==> config.mk <==
export PLATFORM = sky130hd
export DESIGN_NAME = checkpoint_reset_completion_tracker_core
export DESIGN_NICKNAME = d
export VERILOG_FILES = /design/src/sv/crt_pkg.sv /design/src/sv/crt_cfg.sv /design/src/sv/crt_engine.sv /design/src/sv/checkpoint_reset_completion_tracker_core.sv
export SDC_FILE = /design/constraint.sdc
export NUM_CORES = 1
export LEC_CHECK = 0
export ABC_AREA = 1
export ABC_CLOCK_PERIOD_IN_PS = 11900
export BUFFER_PORTS_ARGS = -buffer_cell sky130_fd_sc_hd__buf_2
export CORE_ASPECT_RATIO = 1.5
export CORE_MARGIN = 8
export CORE_UTILIZATION = 40
export DETAILED_ROUTE_END_ITERATION = 6
export REMOVE_ABC_BUFFERS = 1
export SETUP_SLACK_MARGIN = 0.3
export SYNTH_ARGS = -nofsm -noshare
export SYNTH_HDL_FRONTEND = slang
export SYNTH_HIERARCHICAL = 1
export SYNTH_SLANG_ARGS = --single-unit
==> constraint.sdc <==
create_clock -name clk -period 11.9 [get_ports clk]
set_input_delay 1.19 -clock clk [delete_from_list [all_inputs] [get_ports clk]]
set_output_delay 1.19 -clock clk [all_outputs]
set_load 0.1 [all_outputs]
==> src/sv/crt_pkg.sv <==
// ----------------------------------------------------------------------------
// crt_pkg
// Types, codes and field widths shared by the checkpoint/reset tracker files.
// ----------------------------------------------------------------------------
`timescale 1ns / 1ps
`default_nettype none

package crt_pkg;

  localparam int unsigned MAX_OPERATORS = 32;

  localparam int unsigned CNT_W   = 6;
  localparam int unsigned SEQ_W   = 48;
  localparam int unsigned EPOCH_W = SEQ_W + 1;
  localparam int unsigned TRY_W   = 31;
  localparam int unsigned OP_W    = $clog2(MAX_OPERATORS);
  localparam int unsigned MASK_W  = MAX_OPERATORS;
  localparam int unsigned REG_W   = 16;
  localparam int unsigned NB_W    = $clog2(MAX_OPERATORS + 1);

  // Configuration port
  localparam int unsigned CFG_IDX_W  = 2;
  localparam int unsigned CFG_DATA_W = 32;
  localparam logic [CFG_IDX_W-1:0] CFG_NUM_OPERATORS    = 2'd0;
  localparam logic [CFG_IDX_W-1:0] CFG_NONBLOCKING_MASK = 2'd1;
  localparam logic [CFG_IDX_W-1:0] CFG_REGION_INDEX     = 2'd2;

  // Stream widths
  localparam int unsigned IN_TUSER_W  = 3;
  localparam int unsigned IN_TDATA_W  = 88;
  localparam int unsigned OUT_TDATA_W = 152;

  // Request kinds
  localparam logic [2:0] REQ_DRAIN_DONE  = 3'd0;
  localparam logic [2:0] REQ_CKPT_DONE   = 3'd1;
  localparam logic [2:0] REQ_RESET_DONE  = 3'd2;
  localparam logic [2:0] REQ_CKPT_QUERY  = 3'd3;
  localparam logic [2:0] REQ_RESET_QUERY = 3'd4;

  // Notification codes
  localparam logic [1:0] NOTIFY_NONE       = 2'd0;
  localparam logic [1:0] NOTIFY_BLOCKING   = 2'd1;
  localparam logic [1:0] NOTIFY_CKPT_DONE  = 2'd2;
  localparam logic [1:0] NOTIFY_RESET_DONE = 2'd3;

  localparam logic [CNT_W-1:0] CNT_MAX = {CNT_W{1'b1}};

  typedef struct packed {
    logic [2:0]       req_type;
    logic [SEQ_W-1:0] seq_id;
    logic [OP_W-1:0]  op_index;
    logic [TRY_W-1:0] reset_attempt;
  } crt_item_t;

  typedef struct packed {
    logic [CNT_W-1:0]  num_operators;
    logic [MASK_W-1:0] nonblocking_mask;
    logic [NB_W-1:0]   nb_count;
    logic [REG_W-1:0]  region_index;
  } crt_cfg_t;

  typedef struct packed {
    logic [1:0]                notify;
    logic                      proceed;
    logic [SEQ_W-1:0]          checkpoint_epoch;
    logic signed [EPOCH_W-1:0] reset_epoch;
    logic [TRY_W-1:0]          reset_try;
    logic [REG_W-1:0]          region_out;
  } crt_result_t;

  typedef struct packed {
    logic                      resetting;
    logic                      blocking_notified;
    logic [SEQ_W-1:0]          latest_checkpoint;
    logic signed [EPOCH_W-1:0] latest_reset;
    logic [TRY_W-1:0]          latest_attempt;
    logic [CNT_W-1:0]          drain_count;
    logic [CNT_W-1:0]          blocking_count;
    logic [CNT_W-1:0]          nonblocking_count;
    logic [CNT_W-1:0]          reset_count;
  } crt_state_t;

  function automatic logic [CNT_W-1:0] sat_inc(input logic [CNT_W-1:0] c);
    return (c == CNT_MAX) ? CNT_MAX : c + 1'b1;
  endfunction

endpackage

`default_nettype wire

==> src/sv/crt_cfg.sv <==
// ----------------------------------------------------------------------------
// crt_cfg
// Configuration registers and the registered count of non-blocking operators.
// ----------------------------------------------------------------------------
`timescale 1ns / 1ps
`default_nettype none

module crt_cfg (
  input  wire logic                           clk,
  input  wire logic                           rst,
  input  wire logic                           cfg_we,
  input  wire logic [crt_pkg::CFG_IDX_W-1:0]  cfg_index,
  input  wire logic [crt_pkg::CFG_DATA_W-1:0] cfg_wdata,
  output crt_pkg::crt_cfg_t                   cfg
);
  import crt_pkg::*;

  logic [CNT_W-1:0]  num_operators;
  logic [MASK_W-1:0] nonblocking_mask;
  logic [REG_W-1:0]  region_index;
  logic [NB_W-1:0]   nb_count;
  logic [NB_W-1:0]   nb_count_next;

  always_ff @(posedge clk) begin
    if (rst) begin
      num_operators    <= CNT_W'(1);
      nonblocking_mask <= '0;
      region_index     <= '0;
    end else if (cfg_we) begin
      unique case (cfg_index)
        CFG_NUM_OPERATORS:    num_operators    <= cfg_wdata[CNT_W-1:0];
        CFG_NONBLOCKING_MASK: nonblocking_mask <= cfg_wdata[MASK_W-1:0];
        CFG_REGION_INDEX:     region_index     <= cfg_wdata[REG_W-1:0];
        default: ;
      endcase
    end
  end

  // Population count of the mask, registered as nb_count after a mask write.
  always_comb begin
    nb_count_next = '0;
    for (int i = 0; i < MASK_W; i++) begin
      nb_count_next = nb_count_next + NB_W'(nonblocking_mask[i]);
    end
  end

  always_ff @(posedge clk) begin
    if (rst) begin
      nb_count <= '0;
    end else begin
      nb_count <= nb_count_next;
    end
  end

  assign cfg.num_operators    = num_operators;
  assign cfg.nonblocking_mask = nonblocking_mask;
  assign cfg.nb_count         = nb_count;
  assign cfg.region_index     = region_index;

endmodule

`default_nettype wire

==> src/sv/crt_engine.sv <==
// ----------------------------------------------------------------------------
// crt_engine
// Epoch state registers and the single-pass update for one item.
// ----------------------------------------------------------------------------
`timescale 1ns / 1ps
`default_nettype none

module crt_engine (
  input  wire logic               clk,
  input  wire logic               rst,
  input  wire logic               fire,
  input  wire crt_pkg::crt_item_t item,
  input  wire crt_pkg::crt_cfg_t  cfg,
  output crt_pkg::crt_result_t    result
);
  import crt_pkg::*;

  crt_state_t state;
  crt_state_t state_next;
  crt_state_t upd;
  logic [1:0] notify;
  logic       proceed;
  logic       nb_op;
  logic       seq_gt;
  logic       seq_eq;
  logic signed [EPOCH_W-1:0] sseq;
  logic       counted;
  logic [CNT_W:0] bn_sum;
  logic [CNT_W-1:0] n_ops;
  logic [CNT_W-1:0] nb6;
  logic       nb_fits;

  assign n_ops   = cfg.num_operators;
  assign nb6     = CNT_W'(cfg.nb_count);
  assign nb_fits = ({1'b0, cfg.nb_count} <= (NB_W + 1)'(n_ops));
  assign nb_op   = cfg.nonblocking_mask[item.op_index];
  assign seq_gt  = item.seq_id > state.latest_checkpoint;
  assign seq_eq  = item.seq_id == state.latest_checkpoint;
  assign sseq    = $signed({1'b0, item.seq_id});

  always_comb begin
    upd     = state;
    notify  = NOTIFY_NONE;
    proceed = 1'b0;
    counted = 1'b0;
    bn_sum  = '0;
    case (item.req_type)
      REQ_DRAIN_DONE, REQ_CKPT_DONE: begin
        if (seq_gt) begin
          upd.latest_checkpoint = item.seq_id;
          upd.drain_count       = (item.req_type == REQ_DRAIN_DONE) ? CNT_W'(1) : '0;
          upd.blocking_count    = (item.req_type == REQ_CKPT_DONE && !nb_op) ?
                                  CNT_W'(1) : '0;
          upd.nonblocking_count = (item.req_type == REQ_CKPT_DONE && nb_op) ?
                                  CNT_W'(1) : '0;
        end else if (seq_eq) begin
          if (item.req_type == REQ_DRAIN_DONE) begin
            upd.drain_count = sat_inc(state.drain_count);
          end else if (nb_op) begin
            upd.nonblocking_count = sat_inc(state.nonblocking_count);
          end else begin
            upd.blocking_count = sat_inc(state.blocking_count);
          end
        end
        // Completion check on the updated counters
        if ((seq_gt || seq_eq) && upd.drain_count == n_ops) begin
          bn_sum = {1'b0, upd.blocking_count} + {1'b0, upd.nonblocking_count};
          if (cfg.nb_count != '0) begin
            if (bn_sum == {1'b0, n_ops}) begin
              notify = NOTIFY_CKPT_DONE;
            end else if (nb_fits && upd.blocking_count == n_ops - nb6 &&
                         !upd.blocking_notified) begin
              notify = NOTIFY_BLOCKING;
              upd.blocking_notified = 1'b1;
            end
          end else if (upd.blocking_count == n_ops) begin
            notify = NOTIFY_CKPT_DONE;
          end
        end
      end
      REQ_RESET_DONE: begin
        upd.resetting = 1'b1;
        if (sseq > state.latest_reset) begin
          counted             = 1'b1;
          upd.latest_reset    = sseq;
          upd.latest_attempt  = item.reset_attempt;
          upd.reset_count     = CNT_W'(1);
        end else if (sseq == state.latest_reset) begin
          if (item.reset_attempt == state.latest_attempt) begin
            counted         = 1'b1;
            upd.reset_count = sat_inc(state.reset_count);
          end else if (item.reset_attempt > state.latest_attempt) begin
            counted            = 1'b1;
            upd.latest_attempt = item.reset_attempt;
            upd.reset_count    = CNT_W'(1);
          end
        end
        if (counted && upd.reset_count == n_ops) begin
          notify        = NOTIFY_RESET_DONE;
          upd.resetting = 1'b0;
        end
      end
      REQ_CKPT_QUERY: begin
        proceed = !state.resetting && (seq_gt || seq_eq);
      end
      REQ_RESET_QUERY: begin
        proceed = !((sseq < state.latest_reset) ||
                    (sseq == state.latest_reset &&
                     item.reset_attempt < state.latest_attempt));
      end
      default: ;
    endcase

    // A completed checkpoint or reset clears every counter and the flag.
    state_next = upd;
    if (notify == NOTIFY_CKPT_DONE || notify == NOTIFY_RESET_DONE) begin
      state_next.drain_count       = '0;
      state_next.blocking_count    = '0;
      state_next.nonblocking_count = '0;
      state_next.reset_count       = '0;
      state_next.blocking_notified = 1'b0;
    end
  end

  always_ff @(posedge clk) begin
    if (rst) begin
      state.resetting         <= 1'b0;
      state.blocking_notified <= 1'b0;
      state.latest_checkpoint <= '0;
      state.latest_reset      <= '1;
      state.latest_attempt    <= '0;
      state.drain_count       <= '0;
      state.blocking_count    <= '0;
      state.nonblocking_count <= '0;
      state.reset_count       <= '0;
    end else if (fire) begin
      state <= state_next;
    end
  end

  assign result.notify           = notify;
  assign result.proceed          = proceed;
  assign result.checkpoint_epoch = state_next.latest_checkpoint;
  assign result.reset_epoch      = state_next.latest_reset;
  assign result.reset_try        = state_next.latest_attempt;
  assign result.region_out       = cfg.region_index;

endmodule

`default_nettype wire

==> src/sv/checkpoint_reset_completion_tracker_core.sv <==
// ----------------------------------------------------------------------------
// checkpoint_reset_completion_tracker_core
// Checkpoint and reset epoch completion tracker for one region of operators.
// ----------------------------------------------------------------------------
// Each item on the slave stream is a drain-done, checkpoint-done or
// reset-done event, or a checkpoint or reset proceed query, and yields exactly
// one item on the master stream carrying the notification code, the proceed
// verdict and the latest checkpoint epoch, reset epoch and reset attempt after
// that item, plus the configured region index. The block takes one item per
// clock while the master side does not stall: an item is held in the input
// register, the epoch update runs in a single combinational pass into the
// result register, and the item shows up on the master side once that
// register is loaded. While a result waits to be taken the slave side
// accepts one more item into the input register and then stalls. Write
// configuration only while no item is in flight; a mask write reaches the
// non-blocking operator count through that count's own register.
`timescale 1ns / 1ps
`default_nettype none

module checkpoint_reset_completion_tracker_core (
  input  wire logic                            clk,
  input  wire logic                            rst,
  // Slave stream
  input  wire logic                            s_tvalid,
  output logic                                 s_tready,
  // tdata: seq_id[47:0], op_index[52:48], reset_attempt[83:53], zero pad
  input  wire logic [crt_pkg::IN_TDATA_W-1:0]  s_tdata,
  // tuser: req_type[2:0]
  input  wire logic [crt_pkg::IN_TUSER_W-1:0]  s_tuser,
  // Master stream
  output logic                                 m_tvalid,
  input  wire logic                            m_tready,
  // tdata: notify[1:0], proceed[2], checkpoint_epoch[50:3],
  //        reset_epoch[99:51], reset_try[130:100], region_out[146:131], pad
  output logic [crt_pkg::OUT_TDATA_W-1:0]      m_tdata,
  // Configuration write port
  input  wire logic                            cfg_we,
  input  wire logic [crt_pkg::CFG_IDX_W-1:0]   cfg_index,
  input  wire logic [crt_pkg::CFG_DATA_W-1:0]  cfg_wdata
);
  import crt_pkg::*;

  localparam int unsigned RES_W = $bits(crt_result_t);

  crt_cfg_t    cfg;
  crt_item_t   in_item;
  logic        in_valid;
  logic        advance;
  crt_result_t result;
  crt_result_t out_res;
  logic        out_valid;

  crt_cfg u_cfg (
    .clk       (clk),
    .rst       (rst),
    .cfg_we    (cfg_we),
    .cfg_index (cfg_index),
    .cfg_wdata (cfg_wdata),
    .cfg       (cfg)
  );

  // Move the held item into the result register whenever that register is
  // free or being drained this cycle.
  assign advance  = in_valid && (!out_valid || m_tready);
  assign s_tready = !in_valid || advance;

  // Input register: hold the item until the update pass consumes it.
  always_ff @(posedge clk) begin
    if (rst) begin
      in_valid <= 1'b0;
    end else if (s_tready) begin
      in_valid <= s_tvalid;
    end
  end

  always_ff @(posedge clk) begin
    if (s_tvalid && s_tready) begin
      in_item.req_type      <= s_tuser;
      in_item.seq_id        <= s_tdata[SEQ_W-1:0];
      in_item.op_index      <= s_tdata[SEQ_W +: OP_W];
      in_item.reset_attempt <= s_tdata[SEQ_W+OP_W +: TRY_W];
    end
  end

  crt_engine u_engine (
    .clk    (clk),
    .rst    (rst),
    .fire   (advance),
    .item   (in_item),
    .cfg    (cfg),
    .result (result)
  );

  // Result register: load on advance, drop valid once taken.
  always_ff @(posedge clk) begin
    if (rst) begin
      out_valid <= 1'b0;
    end else if (advance) begin
      out_valid <= 1'b1;
    end else if (m_tready) begin
      out_valid <= 1'b0;
    end
  end

  always_ff @(posedge clk) begin
    if (advance) begin
      out_res <= result;
    end
  end

  assign m_tvalid = out_valid;
  assign m_tdata  = {{(OUT_TDATA_W - RES_W){1'b0}},
                     out_res.region_out,
                     out_res.reset_try,
                     out_res.reset_epoch,
                     out_res.checkpoint_epoch,
                     out_res.proceed,
                     out_res.notify};

endmodule

`default_nettype wire

Yosys cells after proc, flatten, opt, wreduce, memory -nomap -nowiden
Cells that the tools add are included.

Word-level logic and storage cells: 181. Flip-flop bits (word level): 450. Output and inout bits: 154. Bits of input ports: 130.

Magnitude comparators: 7. Eq/ne operators: 21. $add $sub $neg: 37. Reduce and logical (&&, ||, !) cells: 38. Multiplexer cells: 53.

Operators with widths (count): $add 6x1->6 (30); $mux 31 (4); $mux 49 (2); $mux 80 (1); $mux 6 (13); $mux 18 (4); $eq 49x49->1 (1); $gt 49x49->1 (1); $lt 49x49->1 (1); $eq 48x48->1 (1); $gt 48x48->1 (1); $mux 48 (1); $eq 31x31->1 (1); $gt 31x31->1 (1); $lt 31x31->1 (1); $add 6x1->6 const B (4); $eq 6x6->1 (4); $eq 6x6->1 const B (4); $mux 24 (1); $mux 1 (18); $mux 12 (1); $reduce_and 2->1 (6); $reduce_bool 2->1 (6); $logic_and 1x1->1 (10); other kinds (23) (39).

Logic depth before layout (Yosys ltp)
Depth in word-level cells: 31. Gate-level depth with buffers: 34. Mapped depth without buffers: 33.

Hierarchy
The synthesis kept the hierarchy.

Modules (own cells, without submodules): crt_engine (instances 1, cells an instance 2164, area an instance 13803.2 um^2, seq. area each 3083.0 um^2); checkpoint_reset_completion_tracker_core (instances 1, cells an instance 252, area an instance 7159.4 um^2, seq. area each 7066.8 um^2); crt_cfg (instances 1, cells an instance 333, area an instance 2902.8 um^2, seq. area each 1201.2 um^2).

Least setup slack after synthesis
OpenSTA, ideal clock, no wires.

Path kind: input to register. Start point: input port m_tready. End point: register u_engine/state[7] (netlist name). Setup time: 0.070 ns. Stages on the path: 9. Data required time: 11.830 ns. Setup slack: 1.699 ns. Data arrival time: 10.130 ns. Cells stage by stage: inv_1 -> a21oi_1 -> clkbuf_1 -> clkinv_1 -> clkbuf_1 -> nor2_1 -> clkbuf_1 -> nand3_1 -> a21oi_1.

Cells in the longest elaborated chain, start to end: 3.

Ends and longest elaborated chain: start: declaration (line checkpoint_reset_completion_tracker_core.sv:32) `input wire logic m_tready,`; $logic_or 1x1->1 (line checkpoint_reset_completion_tracker_core.sv:64) `assign advance = in_valid && (!out_valid || m_tready);`; $logic_and 1x1->1 (line checkpoint_reset_completion_tracker_core.sv:64); net advance (line checkpoint_reset_completion_tracker_core.sv:48) `logic advance;`; $reduce_and 2->1 (no source line); end signal: assignment (line crt_engine.sv:137) `state <= state_next;`; end: declaration (line crt_engine.sv:18) `crt_state_t state;`.

The timed path passes the listed nets, and every way through them passes these cells. A chain may end at the register's enable or synchronous reset.

==> results.toml <==
[synthesis]
yosysSeqAreaShare_pct = 47.56
synth_most_common_cell = "nand2_1"
synth_top_cell_by_area = "edfxtp_1"
syn-cell-area_sq_um = 23870
yosys_warnings = 6
yosysTopAreaCellShare_pct = 29.44
synth_top_flop_cell = "edfxtp_1"
synth_edf_count = 234
synth_cells = 2749
avgSynthCellArea_sq_um = 8.681
synthTopCellsByCount = "nand2_1, inv_1, nor2_1"
synth_seq_cells = 450
synth_cell_type_count = 49
synth-async-reset-ratio_pct = 0
synth_area_leaders = "edfxtp_1, dfxtp_1, ha_1, nand2_1, a21oi_1"

[sta]
setup_viol = 0
period_minus_slack_ps = 5866
worstMarginPinSlew_ps = 1290
holdWs_ps = 420.4
max_freq_mhz = 170.5
timing.slew.headroom_pct = 13.69
drv_slew = 0
fin_crit_sh_pct = 49.29
fin_skew_ps = 12.48
hold_viol = 0
rsz0062_at_grt = "false"

[routing]
drt-initial-drc-count = 949
wire_per_inst_microns = 17.25
vias_per_cell = 5.046
postRouteAntennaNets = 0
firstDrtPassIters = 5
vias = 18440
drt-total-wl_microns = 63040
route.detailed.drc = 0

[final_layout]
fin_util_pct = 44.67
layout.cells.non_filler = 3654
area_growth_syn_to_layout_pct = 10.27
final_area_sq_um = 26320
drive_above_1_share_pct = 14.40
layout.nets = 3145

[worst_setup_path]
reg2reg_from = "in_item[43]$_DFFE_PP_"
worstSetupPathType = "register to register"
cpPeakStageDelay_ps = 580
start_kind = "register"
endpoint_kind = "register"
cp.arrival_ps = 6310
crit_path_max_fanout = 22
worst_ep_required_time_ps = 12340
r2r_slack_ps = 6030
r2r-end = "u_engine/state[2]$_SDFFE_PP0P_"
worstRegToRegCells = 25
cp_slowest_cell = "nor3_1"

[cts]
cts.sinks = 450
root_buffer = "clkbuf_16"
tritoncts = "done"
clk_latency_ps = 570
cts_resized = 0
ctsHoldBuffers = 0
cts_max_level = 2
ctsLongestPathBuffers = 3
clk_pin_slew_worst_paths_ps = 60
cts_buffers = 46
cts_setup_buffers = 0

[floorplanning]
start_util_pct = 40.51
rows = 109
fp.dieW_microns = 215.4
die-area_sq_um = 67900
die_h_microns = 315.2
ios = 284
coreArea_sq_um = 58920

[min_path]
hold_class = "register to register"
hold_end = "m_tdata[136]$_DFFE_PP_"
min-delay-start = "u_cfg/region_index[5]$_SDFFE_PP0P_"
whs_path_depth = 0

[pwr]
ir_worst_vdd_mv = 0.1293
p_per_area_nw_per_um2 = 156.5
p_leak_nw = 11.86
finalPower_mw = 4.119

[placed_design]
post_dp_cell_area_sq_um = 24760
place_hpwl_microns = 45400
io_buffers = 274
gp_congestion = 0.8720
place_inst = 3568

[global_routing]
grt_usage_pct = 18.08
grt_overflow = 0
grt_max_degree = 181
antenna_found_initial = 4
grt_pass1_vias = 18560
grt_pass1_wl_microns = 99860

[flow_run]
cap_violations = 0

[outcome]
status = "completed"
## power by group
| group | total (mW) | leakage, nW | switching, mW | internal, mW |
|---|---|---|---|---|
| clock network | 1.51 | 0.750 | 0.620 | 0.891 |
| registers | 1.79 | 3.99 | 0.0508 | 1.74 |
| logic | 0.816 | 7.12 | 0.596 | 0.220 |
| total | 4.12 | 11.9 | 1.27 | 2.85 |
## through the flow
step | setup slack, ps | setup TNS (ps)
final | 6034 | 0
after global routing | 5524 | 0
after CTS | 6071 | 0
after detailed placement | 6092 | 0
after global placement | 6169 | 0
after floorplan | -9001 | -1058940
## cells in the final DEF, fill, tap and decap left out, types with 105 or more instances in the layout
master,Yosys,final
nor2_1,297,297
o21ai_0,186,186
edfxtp_1,234,234
a21oi_1,276,275
nand3_1,106,105
inv_1,356,354
dfxtp_1,216,216
nand2_1,410,409
ha_1,150,150
buf_2,10,273
## sequential cells by signal (all words and copies together), names as in the netlist
| name | count |
|---|---|
| in_item | 87 |
| u_cfg/nb_count | 6 |
| in_valid | 1 |
| u_engine/state | 154 |
| m_tvalid | 1 |
| u_cfg/num_operators | 6 |
| m_tdata | 147 |
| u_cfg/region_index | 16 |
| u_cfg/nonblocking_mask | 32 |
## critical path: cells and delay by family, from the launching register on
family / cells / cell delay (ps)
adders and majority gates: 2 / 650
DFF: 1 / 470
and+or+nand+nor: 15 / 2790
buffers and inverters: 3 / 570
xor gates and xnor gates: 1 / 140
AOI/OAI and AO/OA: 4 / 1090
## cells by family (layout without fill, tap and decap cells)
kind of cell / after synthesis / in the layout / share of synthesized area (%)
AND/OR/NAND/NOR: 935 / 935 / 16.73
other: 1 / 7 / 0.01571
adder cells (fa/ha/maj): 176 / 176 / 10.05
AO/OA/AOI/OAI: 558 / 558 / 12.46
buffers and inverters: 610 / 732 / 12.49
flip-flops: 450 / 450 / 47.56
XOR/XNOR: 19 / 19 / 0.6973
## area by class of cell
type,instances,area [sq um]
well taps,777,972.2
multi-input cells,1693,9592
fillers,5793,32600
inverters,364,1381
diodes,2,5.005
repair buffers,284,1461
clock inverters,16,249.0
clock buffers,68,1305
flip-flops and latches,450,11350
## per-layer routing
| metal | vias up | global-route usage, % | share of wire, % |
|---|---|---|---|
| li1 | 9144 | - | - |
| met1 | 8644 | 20.06 | 39 |
| met2 | 531 | 33.02 | 51 |
| met3 | 115 | 3.894 | 5.9 |
| met4 | 4 | 7.659 | 4.1 |
| met5 | - | 0 | 0.049 |
## how the worst max path moves through the flow
stage                                      end  cells after the start                  start  slack [ps]
2_1_floorplan  u_engine/state[10]$_SDFFE_PP0P_                      6               m_tready       -9000
3_3_place_gp    u_engine/state[0]$_SDFFE_PP0P_                     25  in_item[43]$_DFFE_PP_        6170
3_5_place_dp    u_engine/state[1]$_SDFFE_PP0P_                     25  in_item[43]$_DFFE_PP_        6090
4_1_cts         u_engine/state[1]$_SDFFE_PP0P_                     25  in_item[43]$_DFFE_PP_        6070
5_1_grt         u_engine/state[5]$_SDFFE_PP0P_                     25  in_item[43]$_DFFE_PP_        5520
6_report        u_engine/state[2]$_SDFFE_PP0P_                     25  in_item[43]$_DFFE_PP_        6030
Power figures use the tool's default switching activity.
